==> config.mk <==
export PLATFORM = sky130hd
export DESIGN_NAME = note_token_stream_parser_flat
export DESIGN_NICKNAME = d
export VERILOG_FILES = /design/src/hw/rtl/nts_pkg.sv /design/src/hw/rtl/nts_ifs.sv /design/src/hw/rtl/note_token_stream_parser.sv /design/src/hw/rtl/nts_parser.sv /design/src/hw/rtl/nts_note_fmt.sv /design/src/hw/rtl/nts_out_fifo.sv /design/src/flat_wrapper.sv
export SDC_FILE = /design/constraint.sdc
export NUM_CORES = 1
export LEC_CHECK = 0
export BUFFER_PORTS_ARGS = -buffer_cell sky130_fd_sc_hd__buf_4
export CORE_MARGIN = 5
export CORE_UTILIZATION = 45
export DETAILED_ROUTE_END_ITERATION = 8
export PLACE_DENSITY_LB_ADDON = 0.08
export SLEW_MARGIN = 20
export SYNTH_ARGS = -nofsm -noshare
export SYNTH_HDL_FRONTEND = slang
export SYNTH_SLANG_ARGS = --single-unit
==> constraint.sdc <==
create_clock -name clk -period 18.15 [get_ports clk]
set_input_delay 1.815 -clock clk [delete_from_list [all_inputs] [get_ports clk]]
set_output_delay 1.815 -clock clk [all_outputs]
set_load 0.005 [all_outputs]
==> src/hw/rtl/nts_pkg.sv <==
// Package for the note token stream parser: phase codes, the result record,
// character codes and the fixed note name and frequency table.
// No dependencies; the top level, parser, formatter, queue and bench import it.
package nts_pkg;

  typedef enum logic [1:0] {
    PH_SKIP,
    PH_NAME,
    PH_DIGITS,
    PH_HALT
  } phase_t;

  typedef struct packed {
    logic [6:0]  note_index;
    logic [9:0]  frequency;
    logic [15:0] duration_ms;
    logic [39:0] name_chars;
    logic [2:0]  name_length;
    logic        run_last;
  } note_t;

  localparam int NAME_OUT   = 5;
  localparam int TABLE_SIZE = 28;
  localparam int FIFO_DEPTH = 4;

  localparam logic [15:0] DFLT_DUR_RST = 16'd200;

  localparam logic [7:0] CH_SPACE = 8'h20;
  localparam logic [7:0] CH_LF    = 8'h0A;
  localparam logic [7:0] CH_CR    = 8'h0D;
  localparam logic [7:0] CH_COLON = 8'h3A;
  localparam logic [7:0] CH_ZERO  = 8'h30;
  localparam logic [7:0] CH_NINE  = 8'h39;

  // Note names, first character in the low byte.
  localparam logic [23:0] NOTE_NAME [TABLE_SIZE] = '{
    {8'h00, "3", "C"}, {"3", "#", "C"}, {8'h00, "3", "D"}, {"3", "#", "D"},
    {8'h00, "3", "E"}, {8'h00, "3", "F"}, {"3", "#", "F"}, {8'h00, "3", "G"},
    {"3", "#", "G"}, {8'h00, "3", "A"}, {"3", "#", "A"}, {8'h00, "3", "B"},
    {8'h00, "4", "C"}, {"4", "#", "C"}, {8'h00, "4", "D"}, {"4", "#", "D"},
    {8'h00, "4", "E"}, {8'h00, "4", "F"}, {"4", "#", "F"}, {8'h00, "4", "G"},
    {"4", "#", "G"}, {8'h00, "4", "A"}, {"4", "#", "A"}, {8'h00, "4", "B"},
    {8'h00, "5", "C"}, {8'h00, "5", "D"}, {8'h00, "5", "E"}, {8'h00, "5", "G"}
  };

  localparam logic [1:0] NOTE_LEN [TABLE_SIZE] = '{
    2'd2, 2'd3, 2'd2, 2'd3, 2'd2, 2'd2, 2'd3, 2'd2, 2'd3, 2'd2, 2'd3, 2'd2,
    2'd2, 2'd3, 2'd2, 2'd3, 2'd2, 2'd2, 2'd3, 2'd2, 2'd3, 2'd2, 2'd3, 2'd2,
    2'd2, 2'd2, 2'd2, 2'd2
  };

  localparam logic [9:0] NOTE_FREQ [TABLE_SIZE] = '{
    10'd131, 10'd139, 10'd147, 10'd156, 10'd165, 10'd175, 10'd185, 10'd196,
    10'd208, 10'd220, 10'd233, 10'd247, 10'd262, 10'd277, 10'd294, 10'd311,
    10'd330, 10'd349, 10'd370, 10'd392, 10'd415, 10'd440, 10'd466, 10'd494,
    10'd523, 10'd587, 10'd659, 10'd784
  };

endpackage

==> src/hw/rtl/nts_ifs.sv <==
// Valid/ready channel interfaces for the note token stream parser:
// the text byte input channel and the note result channel. No dependencies.
interface nts_in_if;
  logic       valid;
  logic       ready;
  logic [7:0] data_byte;
  logic       last_byte;

  modport source (output valid, output data_byte, output last_byte, input ready);
  modport sink (input valid, input data_byte, input last_byte, output ready);
endinterface

interface nts_out_if;
  logic        valid;
  logic        ready;
  logic [6:0]  note_index;
  logic [9:0]  frequency;
  logic [15:0] duration_ms;
  logic [39:0] name_chars;
  logic [2:0]  name_length;
  logic        run_last;

  modport source (output valid, output note_index, output frequency, output duration_ms,
                  output name_chars, output name_length, output run_last, input ready);
  modport sink (input valid, input note_index, input frequency, input duration_ms,
                input name_chars, input name_length, input run_last, output ready);
endinterface

==> src/hw/rtl/note_token_stream_parser.sv <==
// Note token stream parser: song text bytes in, notes out.
// Accepted bytes are held in the input register, then their notes go to the result
// queue. Throughput: one byte per cycle while the queue has room for two notes; a byte
// closing two tokens delivers two notes, one at a time, from the four-entry queue.
// Reset (rst_n low, synchronous): parser back to whitespace skipping, note count zero, queue
// empty, default duration 200. Depends on nts_pkg, nts_ifs, nts_parser, nts_note_fmt, nts_out_fifo.
module note_token_stream_parser #(
  parameter int MAX_NOTES  = 128,
  parameter int NAME_STORE = 6
) (
  input  logic        clk,
  input  logic        rst_n,
  input  logic        cfg_we,
  input  logic [15:0] cfg_wdata,
  nts_in_if.sink      in_if,
  nts_out_if.source   out_if
);
  import nts_pkg::*;

  localparam int CNT_W = $clog2(NAME_STORE + 1);

  logic        in_v_r;
  logic [7:0]  in_byte_r;
  logic        in_last_r;
  logic [15:0] dflt_r;
  logic        room;
  logic        step;

  logic [1:0]              tok_valid;
  logic [NAME_STORE*8-1:0] tok_name  [2];
  logic [CNT_W-1:0]        tok_cnt   [2];
  logic [31:0]             tok_acc   [2];
  logic [6:0]              tok_index [2];
  note_t                   fmt_note  [2];
  note_t                   push_note [2];
  note_t                   head_note;
  logic                    head_valid;

  assign step        = in_v_r && room;
  assign in_if.ready = !in_v_r || step;

  always_ff @(posedge clk) begin
    if (!rst_n) begin
      in_v_r <= 1'b0;
      dflt_r <= DFLT_DUR_RST;
    end else begin
      if (in_if.valid && in_if.ready) begin
        in_v_r <= 1'b1;
      end else if (step) begin
        in_v_r <= 1'b0;
      end
      if (cfg_we) dflt_r <= cfg_wdata;
    end
  end

  always_ff @(posedge clk) begin
    if (in_if.valid && in_if.ready) begin
      in_byte_r <= in_if.data_byte;
      in_last_r <= in_if.last_byte;
    end
  end

  nts_parser #(.MAX_NOTES(MAX_NOTES), .NAME_STORE(NAME_STORE)) u_parser (
    .clk       (clk),
    .rst_n     (rst_n),
    .step      (step),
    .data_byte (in_byte_r),
    .last_byte (in_last_r),
    .tok_valid (tok_valid),
    .tok_name  (tok_name),
    .tok_cnt   (tok_cnt),
    .tok_acc   (tok_acc),
    .tok_index (tok_index)
  );

  for (genvar s = 0; s < 2; s++) begin : g_fmt
    nts_note_fmt #(.NAME_STORE(NAME_STORE)) u_fmt (
      .tok_name  (tok_name[s]),
      .tok_cnt   (tok_cnt[s]),
      .tok_acc   (tok_acc[s]),
      .tok_index (tok_index[s]),
      .dflt_dur  (dflt_r),
      .note      (fmt_note[s])
    );
  end

  // The final note of a last byte carries the run end flag.
  always_comb begin
    push_note[0] = fmt_note[0];
    push_note[1] = fmt_note[1];
    push_note[0].run_last = in_last_r && !tok_valid[1];
    push_note[1].run_last = in_last_r;
  end

  nts_out_fifo u_fifo (
    .clk        (clk),
    .rst_n      (rst_n),
    .push       (step ? tok_valid : 2'b00),
    .push_note  (push_note),
    .pop        (out_if.valid && out_if.ready),
    .room       (room),
    .head_valid (head_valid),
    .head_note  (head_note)
  );

  assign out_if.valid       = head_valid;
  assign out_if.note_index  = head_note.note_index;
  assign out_if.frequency   = head_note.frequency;
  assign out_if.duration_ms = head_note.duration_ms;
  assign out_if.name_chars  = head_note.name_chars;
  assign out_if.name_length = head_note.name_length;
  assign out_if.run_last    = head_note.run_last;

endmodule

==> src/hw/rtl/nts_parser.sv <==
// Parse state machine of the note token stream parser: consumes one byte per
// step and hands out up to two completed tokens. Depends on nts_pkg.
module nts_parser #(
  parameter int MAX_NOTES  = 128,
  parameter int NAME_STORE = 6,
  parameter int CNT_W      = $clog2(NAME_STORE + 1)
) (
  input  logic                    clk,
  input  logic                    rst_n,
  input  logic                    step,
  input  logic [7:0]              data_byte,
  input  logic                    last_byte,
  output logic [1:0]              tok_valid,
  output logic [NAME_STORE*8-1:0] tok_name [2],
  output logic [CNT_W-1:0]        tok_cnt  [2],
  output logic [31:0]             tok_acc  [2],
  output logic [6:0]              tok_index [2]
);
  import nts_pkg::*;

  localparam int NE_W = $clog2(MAX_NOTES + 1);

  phase_t                  phase_r, phase_nxt;
  logic [NAME_STORE*8-1:0] name_r, name_nxt;
  logic [CNT_W-1:0]        cnt_r, cnt_nxt;
  logic [31:0]             acc_r, acc_nxt;
  logic [NE_W-1:0]         ne_r, ne_nxt;

  logic is_ws, is_sep, is_digit, is_colon;

  assign is_colon = (data_byte == CH_COLON);
  assign is_sep   = (data_byte == CH_SPACE) || (data_byte == CH_LF);
  assign is_ws    = is_sep || (data_byte == CH_CR);
  assign is_digit = (data_byte >= CH_ZERO) && (data_byte <= CH_NINE);

  // Next state. A completed token is captured, counted and cleared; the
  // byte that closed it may then open the next token. A last byte flushes.
  always_comb begin
    logic do_emit;
    logic do_start;
    logic slot;
    phase_nxt = phase_r;
    name_nxt  = name_r;
    cnt_nxt   = cnt_r;
    acc_nxt   = acc_r;
    ne_nxt    = ne_r;
    tok_valid = 2'b00;
    do_emit   = 1'b0;
    do_start  = 1'b0;
    slot      = 1'b0;
    for (int s = 0; s < 2; s++) begin
      tok_name[s]  = name_r;
      tok_cnt[s]   = cnt_r;
      tok_acc[s]   = acc_r;
      tok_index[s] = 7'(ne_r);
    end

    unique case (phase_r)
      PH_SKIP: begin
        do_start = 1'b1;
      end
      PH_NAME: begin
        if (is_colon) begin
          phase_nxt = PH_DIGITS;
          acc_nxt   = '0;
        end else if (is_sep || (cnt_r >= CNT_W'(NAME_STORE))) begin
          do_emit  = 1'b1;
          do_start = 1'b1;
        end else begin
          for (int k = 0; k < NAME_STORE; k++) begin
            if (CNT_W'(k) == cnt_r) name_nxt[8*k +: 8] = data_byte;
          end
          cnt_nxt = cnt_r + CNT_W'(1);
        end
      end
      PH_DIGITS: begin
        if (is_digit) begin
          acc_nxt = {acc_r[28:0], 3'b000} + {acc_r[30:0], 1'b0}
                    + {28'd0, data_byte[3:0]};
        end else begin
          do_emit  = 1'b1;
          do_start = 1'b1;
        end
      end
      PH_HALT: begin
        do_start = 1'b0;
      end
      default: begin
        do_start = 1'b0;
      end
    endcase

    if (do_emit) begin
      tok_valid[0] = 1'b1;
      ne_nxt    = ne_nxt + NE_W'(1);
      name_nxt  = '0;
      cnt_nxt   = '0;
      acc_nxt   = '0;
      phase_nxt = (ne_nxt >= NE_W'(MAX_NOTES)) ? PH_HALT : PH_SKIP;
      slot      = 1'b1;
    end

    if (do_start && (phase_nxt == PH_SKIP) && !is_ws) begin
      name_nxt = '0;
      cnt_nxt  = '0;
      acc_nxt  = '0;
      if (is_colon) begin
        phase_nxt = PH_DIGITS;
      end else begin
        name_nxt[7:0] = data_byte;
        cnt_nxt       = CNT_W'(1);
        phase_nxt     = PH_NAME;
      end
    end

    if (last_byte) begin
      if ((phase_nxt == PH_NAME) || (phase_nxt == PH_DIGITS)) begin
        tok_valid[slot] = 1'b1;
        tok_name[slot]  = name_nxt;
        tok_cnt[slot]   = cnt_nxt;
        tok_acc[slot]   = acc_nxt;
        tok_index[slot] = 7'(ne_nxt);
      end
      phase_nxt = PH_SKIP;
      name_nxt  = '0;
      cnt_nxt   = '0;
      acc_nxt   = '0;
      ne_nxt    = '0;
    end
  end

  always_ff @(posedge clk) begin
    if (!rst_n) begin
      phase_r <= PH_SKIP;
      name_r  <= '0;
      cnt_r   <= '0;
      acc_r   <= '0;
      ne_r    <= '0;
    end else if (step) begin
      phase_r <= phase_nxt;
      name_r  <= name_nxt;
      cnt_r   <= cnt_nxt;
      acc_r   <= acc_nxt;
      ne_r    <= ne_nxt;
    end
  end

endmodule

==> src/hw/rtl/nts_note_fmt.sv <==
// Result formatter of the note token stream parser: table lookup, duration
// choice and name byte packing for one completed token. Depends on nts_pkg.
module nts_note_fmt #(
  parameter int NAME_STORE = 6,
  parameter int CNT_W      = $clog2(NAME_STORE + 1)
) (
  input  logic [NAME_STORE*8-1:0] tok_name,
  input  logic [CNT_W-1:0]        tok_cnt,
  input  logic [31:0]             tok_acc,
  input  logic [6:0]              tok_index,
  input  logic [15:0]             dflt_dur,
  output nts_pkg::note_t          note
);
  import nts_pkg::*;

  localparam int OUT_MAX = (NAME_STORE - 1 < NAME_OUT) ? NAME_STORE - 1 : NAME_OUT;

  logic [8*(NAME_STORE+NAME_OUT)-1:0] pad;
  logic [CNT_W-1:0]                   len;
  logic [2:0]                         olen;
  logic [9:0]                         freq;
  logic [39:0]                        chars;

  assign pad = {{(8*NAME_OUT){1'b0}}, tok_name};

  // The name ends at the first zero byte.
  always_comb begin
    logic stop;
    len  = '0;
    stop = 1'b0;
    for (int k = 0; k < NAME_STORE; k++) begin
      if (!stop && (CNT_W'(k) < tok_cnt) && (pad[8*k +: 8] != 8'h00)) begin
        len = CNT_W'(k + 1);
      end else begin
        stop = 1'b1;
      end
    end
  end

  assign olen = (32'(len) > OUT_MAX) ? 3'(OUT_MAX) : 3'(len);

  always_comb begin
    chars = '0;
    for (int k = 0; k < NAME_OUT; k++) begin
      if (3'(k) < olen) chars[8*k +: 8] = pad[8*k +: 8];
    end
  end

  always_comb begin
    logic hit;
    logic found;
    freq  = '0;
    found = 1'b0;
    for (int i = 0; i < TABLE_SIZE; i++) begin
      hit = (len == CNT_W'(NOTE_LEN[i]));
      for (int k = 0; k < 3; k++) begin
        if ((2'(k) < NOTE_LEN[i]) && (pad[8*k +: 8] != NOTE_NAME[i][8*k +: 8])) begin
          hit = 1'b0;
        end
      end
      if (hit && !found) begin
        freq  = NOTE_FREQ[i];
        found = 1'b1;
      end
    end
  end

  always_comb begin
    note             = '0;
    note.note_index  = tok_index;
    note.frequency   = freq;
    note.duration_ms = (tok_acc != 32'd0) ? tok_acc[15:0] : dflt_dur;
    note.name_chars  = chars;
    note.name_length = olen;
    note.run_last    = 1'b0;
  end

endmodule

==> src/hw/rtl/nts_out_fifo.sv <==
// Result queue of the note token stream parser: takes up to two notes per
// cycle and delivers one per cycle while it is popped. Depends on nts_pkg.
module nts_out_fifo (
  input  logic           clk,
  input  logic           rst_n,
  input  logic [1:0]     push,
  input  nts_pkg::note_t push_note [2],
  input  logic           pop,
  output logic           room,
  output logic           head_valid,
  output nts_pkg::note_t head_note
);
  import nts_pkg::*;

  localparam int PTR_W = $clog2(FIFO_DEPTH);
  localparam int CNT_W = $clog2(FIFO_DEPTH + 1);

  note_t            mem [FIFO_DEPTH];
  logic [PTR_W-1:0] wr_ptr_r, rd_ptr_r;
  logic [CNT_W-1:0] count_r;
  logic [CNT_W-1:0] n_push;

  assign n_push     = CNT_W'(push[0]) + CNT_W'(push[1]);
  assign room       = (count_r <= CNT_W'(FIFO_DEPTH - 2));
  assign head_valid = (count_r != '0);
  assign head_note  = mem[rd_ptr_r];

  always_ff @(posedge clk) begin
    if (push[0]) mem[wr_ptr_r] <= push_note[0];
    if (push[1]) mem[wr_ptr_r + PTR_W'(1)] <= push_note[1];
  end

  always_ff @(posedge clk) begin
    if (!rst_n) begin
      wr_ptr_r <= '0;
      rd_ptr_r <= '0;
      count_r  <= '0;
    end else begin
      wr_ptr_r <= wr_ptr_r + PTR_W'(n_push);
      if (pop) rd_ptr_r <= rd_ptr_r + PTR_W'(1);
      count_r <= count_r + n_push - CNT_W'(pop);
    end
  end

endmodule

==> src/flat_wrapper.sv <==
// flat-port wrapper written by rule: the top's interface ports become plain ports
module note_token_stream_parser_flat import nts_pkg::*;
#(
  parameter int MAX_NOTES  = 128,
  parameter int NAME_STORE = 6
)
  (clk, rst_n, cfg_we, cfg_wdata, in_if_valid, in_if_data_byte, in_if_last_byte, in_if_ready, out_if_valid, out_if_note_index, out_if_frequency, out_if_duration_ms, out_if_name_chars, out_if_name_length, out_if_run_last, out_if_ready);
  nts_in_if in_if_i ();
  nts_out_if out_if_i ();
  input  logic clk;
  input  logic rst_n;
  input  logic cfg_we;
  input  logic [15:0] cfg_wdata;
  input wire logic [$bits(in_if_i.valid)-1:0] in_if_valid;
  input wire logic [$bits(in_if_i.data_byte)-1:0] in_if_data_byte;
  input wire logic [$bits(in_if_i.last_byte)-1:0] in_if_last_byte;
  output wire logic [$bits(in_if_i.ready)-1:0] in_if_ready;
  output wire logic [$bits(out_if_i.valid)-1:0] out_if_valid;
  output wire logic [$bits(out_if_i.note_index)-1:0] out_if_note_index;
  output wire logic [$bits(out_if_i.frequency)-1:0] out_if_frequency;
  output wire logic [$bits(out_if_i.duration_ms)-1:0] out_if_duration_ms;
  output wire logic [$bits(out_if_i.name_chars)-1:0] out_if_name_chars;
  output wire logic [$bits(out_if_i.name_length)-1:0] out_if_name_length;
  output wire logic [$bits(out_if_i.run_last)-1:0] out_if_run_last;
  input wire logic [$bits(out_if_i.ready)-1:0] out_if_ready;
  assign in_if_i.valid = in_if_valid;
  assign in_if_i.data_byte = in_if_data_byte;
  assign in_if_i.last_byte = in_if_last_byte;
  assign in_if_ready = in_if_i.ready;
  assign out_if_valid = out_if_i.valid;
  assign out_if_note_index = out_if_i.note_index;
  assign out_if_frequency = out_if_i.frequency;
  assign out_if_duration_ms = out_if_i.duration_ms;
  assign out_if_name_chars = out_if_i.name_chars;
  assign out_if_name_length = out_if_i.name_length;
  assign out_if_run_last = out_if_i.run_last;
  assign out_if_i.ready = out_if_ready;
  note_token_stream_parser #(.MAX_NOTES(MAX_NOTES), .NAME_STORE(NAME_STORE)) u_core (.clk(clk), .rst_n(rst_n), .cfg_we(cfg_we), .cfg_wdata(cfg_wdata), .in_if(in_if_i), .out_if(out_if_i));
endmodule
==> results.md, run 1 <==
- Via count: approximately 19000
- IO buf count: between 100 and 150
- Synth async-reset ratio: 0
- Number of synthesized flops with an enable pin: around 320
- Clock-pin slew on the worst setup and hold paths: ~0.06 ns
- Synth Flop Type: edfxtp_1
- Starting density of the core: 0.454
- Period minus WS final: between 6 and 7 ns
- Number of vias per cell: a little over 6
- Hold WS: approximately 0.55 ns
- H-tree depth: 2
- Mux share of post-synthesis cell area: 0.0872
- Maxcap violations: 0
- Drt total wl: 72.4 mm
- ANT nets after route: 0
- Share of post-route cells with drive strength above 1: 0.141
- CTS Sinks: 428
- #FFs+latches synth: between 400 and 500
- Setup TNS: 0 ns
- Fmax: 153 MHz
- Min-delay worst type: flip-flop to flip-flop
- Post-CTS setup buffer count: 0
- Area grow syn2layout: 12.3%
- Clock Tree Root: clkbuf_16
- Critical path's slowest cell: edfxtp_1
- DR pass1 iterations: 6
- Die ar.: slightly below 60000 um^2
- CTS Buf Count: 47
- Worst Path Max Fanout: 24
- Syn_area_per_cell: slightly above 10 um^2
- Worst vdd ir: 0.0634 mV
- Crit path capture type: flip-flop
- Sw Pwr: between 0.7 and 0.8 mW
- Total Nets Final: ~2400
- Synth Area in Simple Gates: 0.173
- Cts hold-fix bufs: 0
- Clock power share: 0.362
- Post-synth cell types: 88
- Die span in x: roughly 240 um
- Initial antenna violation count: 0
- R2R Path End: u_core.u_fifo.mem[0][60]
- Crit share post-route: 0.361
- Worst-margin pin slew: approximately 1.1 ns
- Number of global-route vias before repair: approximately 18000
- Skew-Pair Late Insertion Delay: about 0.60 ns
- Utilization after layout: 0.509
- Mapped Cells: about 2300
- Post-synthesis adder-cell area fraction: 0.0403
- RSZ-0062 raised after global routing: no
- Status: finished, final reports clean
- Flop pwr share: 0.440
- Post-synthesis sequential area ratio: 0.493
- Internal: ~1.9 mW
- Reg-to-reg slack, setup: around 12 ns
- Combinational share of power: 0.198
- Leakage: between 9 and 10 nW
- Worst Skew: roughly 0.018 ns
- Chip height: approximately 240 um
- Worst Hold End: u_core.in_v_r
- Post_cts resized: 0
- Worst r2r src: u_core.in_byte_r[5]
- Largest family of logic cells by synthesized area: simple AND/OR/NAND/NOR gates
- Commonest non-fill, non-tap cell in the layout: edfxtp_1
- Pins Over Slew Limit: 0
- Final count of negative-setup-slack endpoints: 0
- Sw Ratio: 0.278
- Final RePlAce weighted congestion: ~0.9
- Worst EP required: between 15 and 20 ns
- Worst Setup Path Type: flip-flop to flip-flop
- WP data arrival: 6.88 ns
- Hold Violations, Final: 0
- Max clock buf depth: 3
- Most frequent cells in the layout: edfxtp_1 (317), nor2_1 (293), nand2_1 (245), o21ai_0 (175), buf_4 (140)
- Crit-path cells: or3b_2 -> a2111o_1 -> and4b_1 -> o21ai_2 -> o22ai_1 -> a32o_1 -> o41ai_4 -> nor3b_2 -> a31oi_1 -> o32ai_2 -> a2111oi_2 -> nor2_1
- DR iter-0 viols: ~1700
- Synth warn: 0
- First-pass GRT wire length: around 110 mm
- Aggregate global routing overflow: 0
- Startpoint Class: flip-flop
- Hold_sp: u_core.in_v_r
- CTS tree: built
- Drt wl/cell: ~24 um
- Pwr dens: between 90 and 100 nW/um^2
- Largest net degree at the start of global routing: between 100 and 150
- Xor and xnor area share after synthesis: 0.0187
- WHS Path Cells: 2
- HPWL Detailed: roughly 48 mm
- Slew HR: 0.253
- Core footprint: ~53000 um^2
- Worst stage delay on the critical path: 1.00 ns
- Post-Syn Nets: roughly 2400
- Post-synthesis cell area: between 20000 and 25000 um^2
- Global Route Usage Sum: 0.247
- Row Count: 84
- DRC: 0
- Synth Area in Compound Gates: 0.158
- R2R depth: 12
- IO Count: 109
-- power by group through the flow --
stage	combinational [mW]	clock, mW	sequential, mW
finish	0.510	0.930	1.13
global route	0.552	0.991	1.14
CTS	0.516	0.950	1.13
detailed placement	0.515	0	1.15
global placement	0.513	0	1.15
floorplan	0.332	0	1.11
-- registers in the layout, summed over array words and instances (netlist names), 3 cells and up, named ones only --
name and cells:
u_core.u_parser.acc_r 32, u_core.u_parser.name_r 40, u_core.u_fifo.mem 308, u_core.u_parser.cnt_r 3, u_core.in_byte_r 8, u_core.u_parser.ne_r 8
u_core.u_fifo.count_r 3, u_core.dflt_r 16
-- Yosys cell counts, types with 11 or more instances --
| library cell | n | area [um^2] |
|---|---|---|
| or3_1 | 20 | 125 |
| xor2_1 | 27 | 236 |
| a21oi_1 | 81 | 405 |
| nor4_1 | 20 | 125 |
| inv_1 | 49 | 184 |
| nand2_1 | 247 | 927 |
| a21o_1 | 24 | 180 |
| ha_1 | 72 | 901 |
| a31oi_1 | 15 | 93.8 |
| o211ai_1 | 14 | 105 |
| edfxtp_1 | 317 | 9520 |
| xnor2_1 | 24 | 210 |
| nor3_1 | 36 | 180 |
| o21ai_1 | 17 | 85.1 |
| o21a_1 | 13 | 97.6 |
| mux4_2 | 77 | 1730 |
| nor2_1 | 295 | 1110 |
| and2_1 | 33 | 206 |
| clkbuf_1 | 114 | 428 |
| nand3_1 | 45 | 225 |
| o21ai_0 | 176 | 881 |
| buf_2 | 11 | 55.1 |
| or2_2 | 11 | 68.8 |
| and3_1 | 13 | 81.3 |
| o22ai_1 | 24 | 150 |
| a22oi_1 | 97 | 728 |
| mux2i_1 | 30 | 300 |
| nor2b_1 | 95 | 594 |
| dfxtp_1 | 111 | 2220 |
-- worst max-delay path by stage --
stage / startpoint / to / slack, ns
after global routing: u_core.in_byte_r[5] / u_core.u_fifo.mem[3][60] / 11.41
final: u_core.in_byte_r[5] / u_core.u_fifo.mem[0][60] / 11.60
after CTS: u_core.in_byte_r[5] / u_core.u_fifo.mem[0][60] / 11.75
after global placement: u_core.in_byte_r[5] / u_core.u_fifo.mem[0][64] / 11.99
after floorplan: u_core.in_byte_r[1] / u_core.u_fifo.mem[2][0] / 9.27
after detailed placement: u_core.in_byte_r[5] / u_core.u_fifo.mem[1][60] / 11.72
-- routing by layer --
metal	wire, um	GRT usage	vias to the layer above
li1	-	-	8660
met1	32800	0.359	9214
met2	33600	0.397	672
met3	4380	0.0298	104
met4	1600	0.0679	0
met5	0	0	-
-- area by class of cell --
| class | instances | area, um^2 |
|---|---|---|
| Antenna cell | 1 | 2.50 |
| Clock buffer | 63 | 1260 |
| Clock inverter | 24 | 230 |
| Fill cell | 4774 | 25800 |
| Inverter | 49 | 184 |
| Multi-Input combinational cell | 1678 | 11400 |
| Sequential cell | 428 | 11700 |
| Tap cell | 688 | 861 |
| Timing Repair Buffer | 140 | 1050 |
-- cells by family (layout without fill, tap and decap cells) --
logic type | count (synthesis) | count (layout)
DFF | 428 | 428
other | 0 | 1
adders and majority gates | 75 | 75
muxes | 111 | 111
xor gates and xnor gates | 51 | 51
buffers and inverters | 186 | 276
and+or+nand+nor | 873 | 873
AOI/OAI and AO/OA | 568 | 568
-- metrics by stage --
step	setup WS, ns	cell area [um^2]	std cells	total power, mW
after detailed placement	11.72	25300	2983	1.67
final	11.60	26800	3071	2.57
after CTS	11.75	26800	3070	2.60
after global placement	11.99	25300	2983	1.67
after global routing	11.41	26800	3070	2.68
after floorplan	9.27	23800	2292	1.44
-- critical path: cells and delay by family (launching register included) --
family / cells / cell delay [ns]
flip-flops: 1 / 1.00
AND/OR/NAND/NOR: 4 / 1.26
AO/OA/AOI/OAI: 8 / 4.02
Power figures use the tool's default switching activity.
==> run 2, diff against run 1 <==
ABC_AREA = 1   (was not set)
clock period = 5.6 ns   (was 18.15 ns; I/O delays follow)
==> run 2 against run 1 <==
Compared with the run above: largest power group unchanged; design area up 4.8%; setup slack lost 11 ns; largest cell class unchanged; sequential cell count is the same.
==> results.md, run 2 <==
- Status: finished, final reports clean (unchanged)
- Post-synth cell types: 59 (was 88)
- R2R depth: 29 (was 12)
- DR iter-0 viols: 2341 (was 1713)
- Synth warn: 0 (unchanged)
- Met2 Wirelength: 36.8 mm (was 33.6 mm)
- Crit path capture type: flip-flop (unchanged)
- DR pass1 iterations: 6 (unchanged)
- Hold Violations, Final: 0 (unchanged)
- Commonest non-fill, non-tap cell in the layout: nand2_1 (was edfxtp_1)
- Top delay family on crit path: simple AND/OR/NAND/NOR gates (was compound AO/OA/AOI/OAI gates)
- CTS tree: built (unchanged)
- Starting density of the core: 0.452 (was 0.454)
- N_diodes: 0 (was 1)
- Crit share post-route: 0.923 (was 0.361)
- Initial antenna violation count: 2 (was 0)
- Critical path's slowest cell: dfxtp_1 (was edfxtp_1)
- Worst Skew: 0.0249 ns (was 0.0184 ns)
- Final count of negative-setup-slack endpoints: 0 (unchanged)
- Xor and xnor area share after synthesis: 0.00706 (was 0.0187)
- Synth Area in Compound Gates: 0.170 (was 0.158)
- Min-delay worst type: input port to flip-flop (was flip-flop to flip-flop)
- Dpl ws: 0.115 ns (was 11.72 ns)
- Utilization after layout: 0.511 (was 0.509)
- Area grow syn2layout: 13.0% (was 12.3%)
- Largest regs: u_core.u_fifo.mem (308), u_core.u_parser.name_r (40), u_core.u_parser.acc_r (32) (unchanged)
- Clock-pin slew on the worst setup and hold paths: 0.06 ns (about the same)
- Number of synthesized flops with an enable pin: 317 (unchanged)
- Final RePlAce weighted congestion: 0.883 (was 0.905)
- Cts hold-fix bufs: 0 (unchanged)
- Largest register by flop count: u_core.u_fifo.mem (unchanged)
- Hold WS: 0.136 ns (was 0.555 ns)
- Worst Setup Path Type: flip-flop to flip-flop (unchanged)
- Largest family of logic cells by synthesized area: simple AND/OR/NAND/NOR gates (unchanged)
- Mux share of post-synthesis cell area: 0.00287 (was 0.0872)
- Post-synthesis cell area: 24800 um^2 (was 23800 um^2)
- Most frequent cells in the layout: nand2_1 (796), nor2_1 (484), o21ai_0 (372), edfxtp_1 (317), inv_1 (217) (was edfxtp_1 (317), nor2_1 (293), nand2_1 (245), o21ai_0 (175), buf_4 (140))
- CTS Sinks: 428 (unchanged)
- Mapped Cells: 3189 (was 2292)
- Proportion of netlist area held by the largest area contributor: 0.383 (was 0.399)
- Max clock buf depth: 3 (unchanged)
- Hold_sp: in_if_data_byte[5] (was u_core.in_v_r)
- Maxcap violations: 0 (unchanged)
- Flip-flop count of the largest register after layout: 308 (unchanged)
- Worst EP required: 5.91 ns (was 18.48 ns)
- R2R Path End: u_core.u_fifo.mem[0][65] (was u_core.u_fifo.mem[0][60])
- Cells after DPL: 3893 (was 2983)
- IO Count: 109 (unchanged)
- Number of vias per cell: 5.69 (was 6.07)
- ANT nets after route: 0 (unchanged)
- Worst-margin pin slew: 1.16 ns (was 1.12 ns)
- DR top layer: met5 (was met4)
- WP data arrival: 5.48 ns (was 6.88 ns)
- Worst stage delay on the critical path: 0.42 ns (was 1.00 ns)
- Fmax: 193 MHz (was 153 MHz)
- Synth Area in Simple Gates: 0.243 (was 0.173)
- Dominant cells by area after synthesis: edfxtp_1 (38%), nand2_1 (12%), dfxtp_1 (9.0%) (was edfxtp_1 (40%), dfxtp_1 (9.3%), mux4_2 (7.3%))
- RSZ-0062 raised after global routing: no (unchanged)
- Synth async-reset ratio: 0 (unchanged)
- DRC: 0 (unchanged)
- Die ar.: 60000 um^2 (was 57700 um^2)
- Row Count: 86 (was 84)
- Leading area contributor after synthesis: edfxtp_1 (unchanged)
- #FFs+latches synth: 428 (unchanged)
- Total Nets Final: 3349 (was 2449)
- Cell with the most instances after synthesis: nand2_1 (was edfxtp_1)
- Largest net degree at the start of global routing: 82 (was 111)
- Post-route insts no fill: 3988 (was 3071)
- Leakage: 11.6 nW (was 9.85 nW)
- IO buf count: 108 (unchanged)
- Post-synthesis sequential area ratio: 0.473 (was 0.493)
- Drt wl/cell: 20.3 um (was 23.6 um)
- Reg-to-reg slack, setup: 0.43 ns (was 11.60 ns)
- Chip height: 245 um (was 240 um)
- H-tree depth: 2 (unchanged)
- Via count: 22700 (was 18700)
- Global Route Usage Sum: 0.260 (was 0.247)
- Core footprint: 54900 um^2 (was 52600 um^2)
- Routed wl met3: 6.17 mm (was 4.38 mm)
- WP buf/inv: 5 (was 0)
- Syn_area_per_cell: 7.79 um^2 (was 10.4 um^2)
- Aggregate global routing overflow: 0 (unchanged)
- Pins Over Slew Limit: 0 (unchanged)
- First-pass GRT wire length: 124 mm (was 111 mm)
- Post-synthesis adder-cell area fraction: 0.0387 (was 0.0403)
- Worst r2r src: u_core.u_parser.cnt_r[0] (was u_core.in_byte_r[5])
- Startpoint Class: flip-flop (unchanged)
- CTS Buf Count: 49 (was 47)
- Number of global-route vias before repair: 20800 (was 18500)
- WHS Path Cells: 1 (was 2)
- Commonest cells in the netlist: nand2_1 (797), nor2_1 (490), o21ai_0 (384) (was edfxtp_1 (317), nor2_1 (295), nand2_1 (247))
- Share of post-route cells with drive strength above 1: 0.102 (was 0.141)
- Period minus WS final: 5.17 ns (was 6.55 ns)
- Synth Flop Type: edfxtp_1 (unchanged)
- M1 wire length: 36.6 mm (was 32.8 mm)
- Worst vdd ir: 0.231 mV (was 0.0634 mV)
- Die span in x: 245 um (was 240 um)
- Slew HR: 0.225 (was 0.253)
- Worst Hold End: u_core.in_byte_r[5] (was u_core.in_v_r)
- Final worst slack: 0.431 ns (was 11.60 ns)
- Drt total wl: 80.9 mm (was 72.4 mm)
- Post-Syn Nets: 3294 (was 2397)
- Skew-Pair Late Insertion Delay: 0.61 ns (was 0.60 ns)
- HPWL Detailed: 53.5 mm (was 48.5 mm)
- Clock Tree Root: clkbuf_16 (unchanged)
- Setup TNS: 0 ns (unchanged)
- Worst Path Max Fanout: 27 (was 24)
- Pwr dens: 305 nW/um^2 (was 96.0 nW/um^2)
==> run 2: metrics by stage <==
stage               total power [mW]  area [um^2]
global route                    8.94        28100
detailed placement              5.55        26500
CTS                             8.62        28000
global placement                5.52        26500
floorplan                       4.69        24800
finish                          8.55        28100
==> run 2: how the worst max path moves through the flow <==
stage / cells after the start / start / slack, ns / endpoint
after floorplan: 22 / u_core.in_byte_r[7] / 0.62 / u_core.u_fifo.mem[2][0]
after global placement: 34 / u_core.in_byte_r[2] / 0.24 / u_core.u_fifo.mem[0][53]
after detailed placement: 34 / u_core.in_byte_r[2] / 0.12 / u_core.u_fifo.mem[0][54]
after CTS: 34 / u_core.in_byte_r[2] / 0.10 / u_core.u_fifo.mem[0][54]
after global routing: 30 / u_core.u_parser.cnt_r[0] / 0.002 / u_core.u_fifo.mem[3][61]
final: 29 / u_core.u_parser.cnt_r[0] / 0.43 / u_core.u_fifo.mem[0][65]
==> run 2: where the power goes <==
group	switching (mW)	total (mW)	internal, mW
clock network	1.36	3.08	1.71
logic	1.25	1.90	0.654
registers	0.0665	3.58	3.51
==> run 2: what timing repair did <==
action,in CTS,in global routing
setup endpoints to repair,0,84
resized for setup,0,12
setup buffers,0,3
==> run 2: area by class of cell <==
cell class / instances / area, um^2
clock inverter: 29 / 219
inverter: 240 / 905
tap: 704 / 881
timing repair buffer: 184 / 1440
sequential: 428 / 11700
multi-input combinational: 2341 / 11600
clock buffer: 62 / 1310
fill: 5255 / 26800
==> run 2: logic make-up (layout without fill, tap and decap cells) <==
family          count (synthesis)  count (layout)
compound gates                758             758
xor+xnor                       20              20
simple gates                 1481            1481
buf+inv                       420             515
mux                             7               7
flops                         428             428
fa+ha+maj                      75              75
==> run 2: metal layers <==
metal  track usage  up-vias
li1              -    10900
met1         0.387    10800
met2         0.410      859
met3        0.0371      105
met4        0.0510        2
met5             0        -
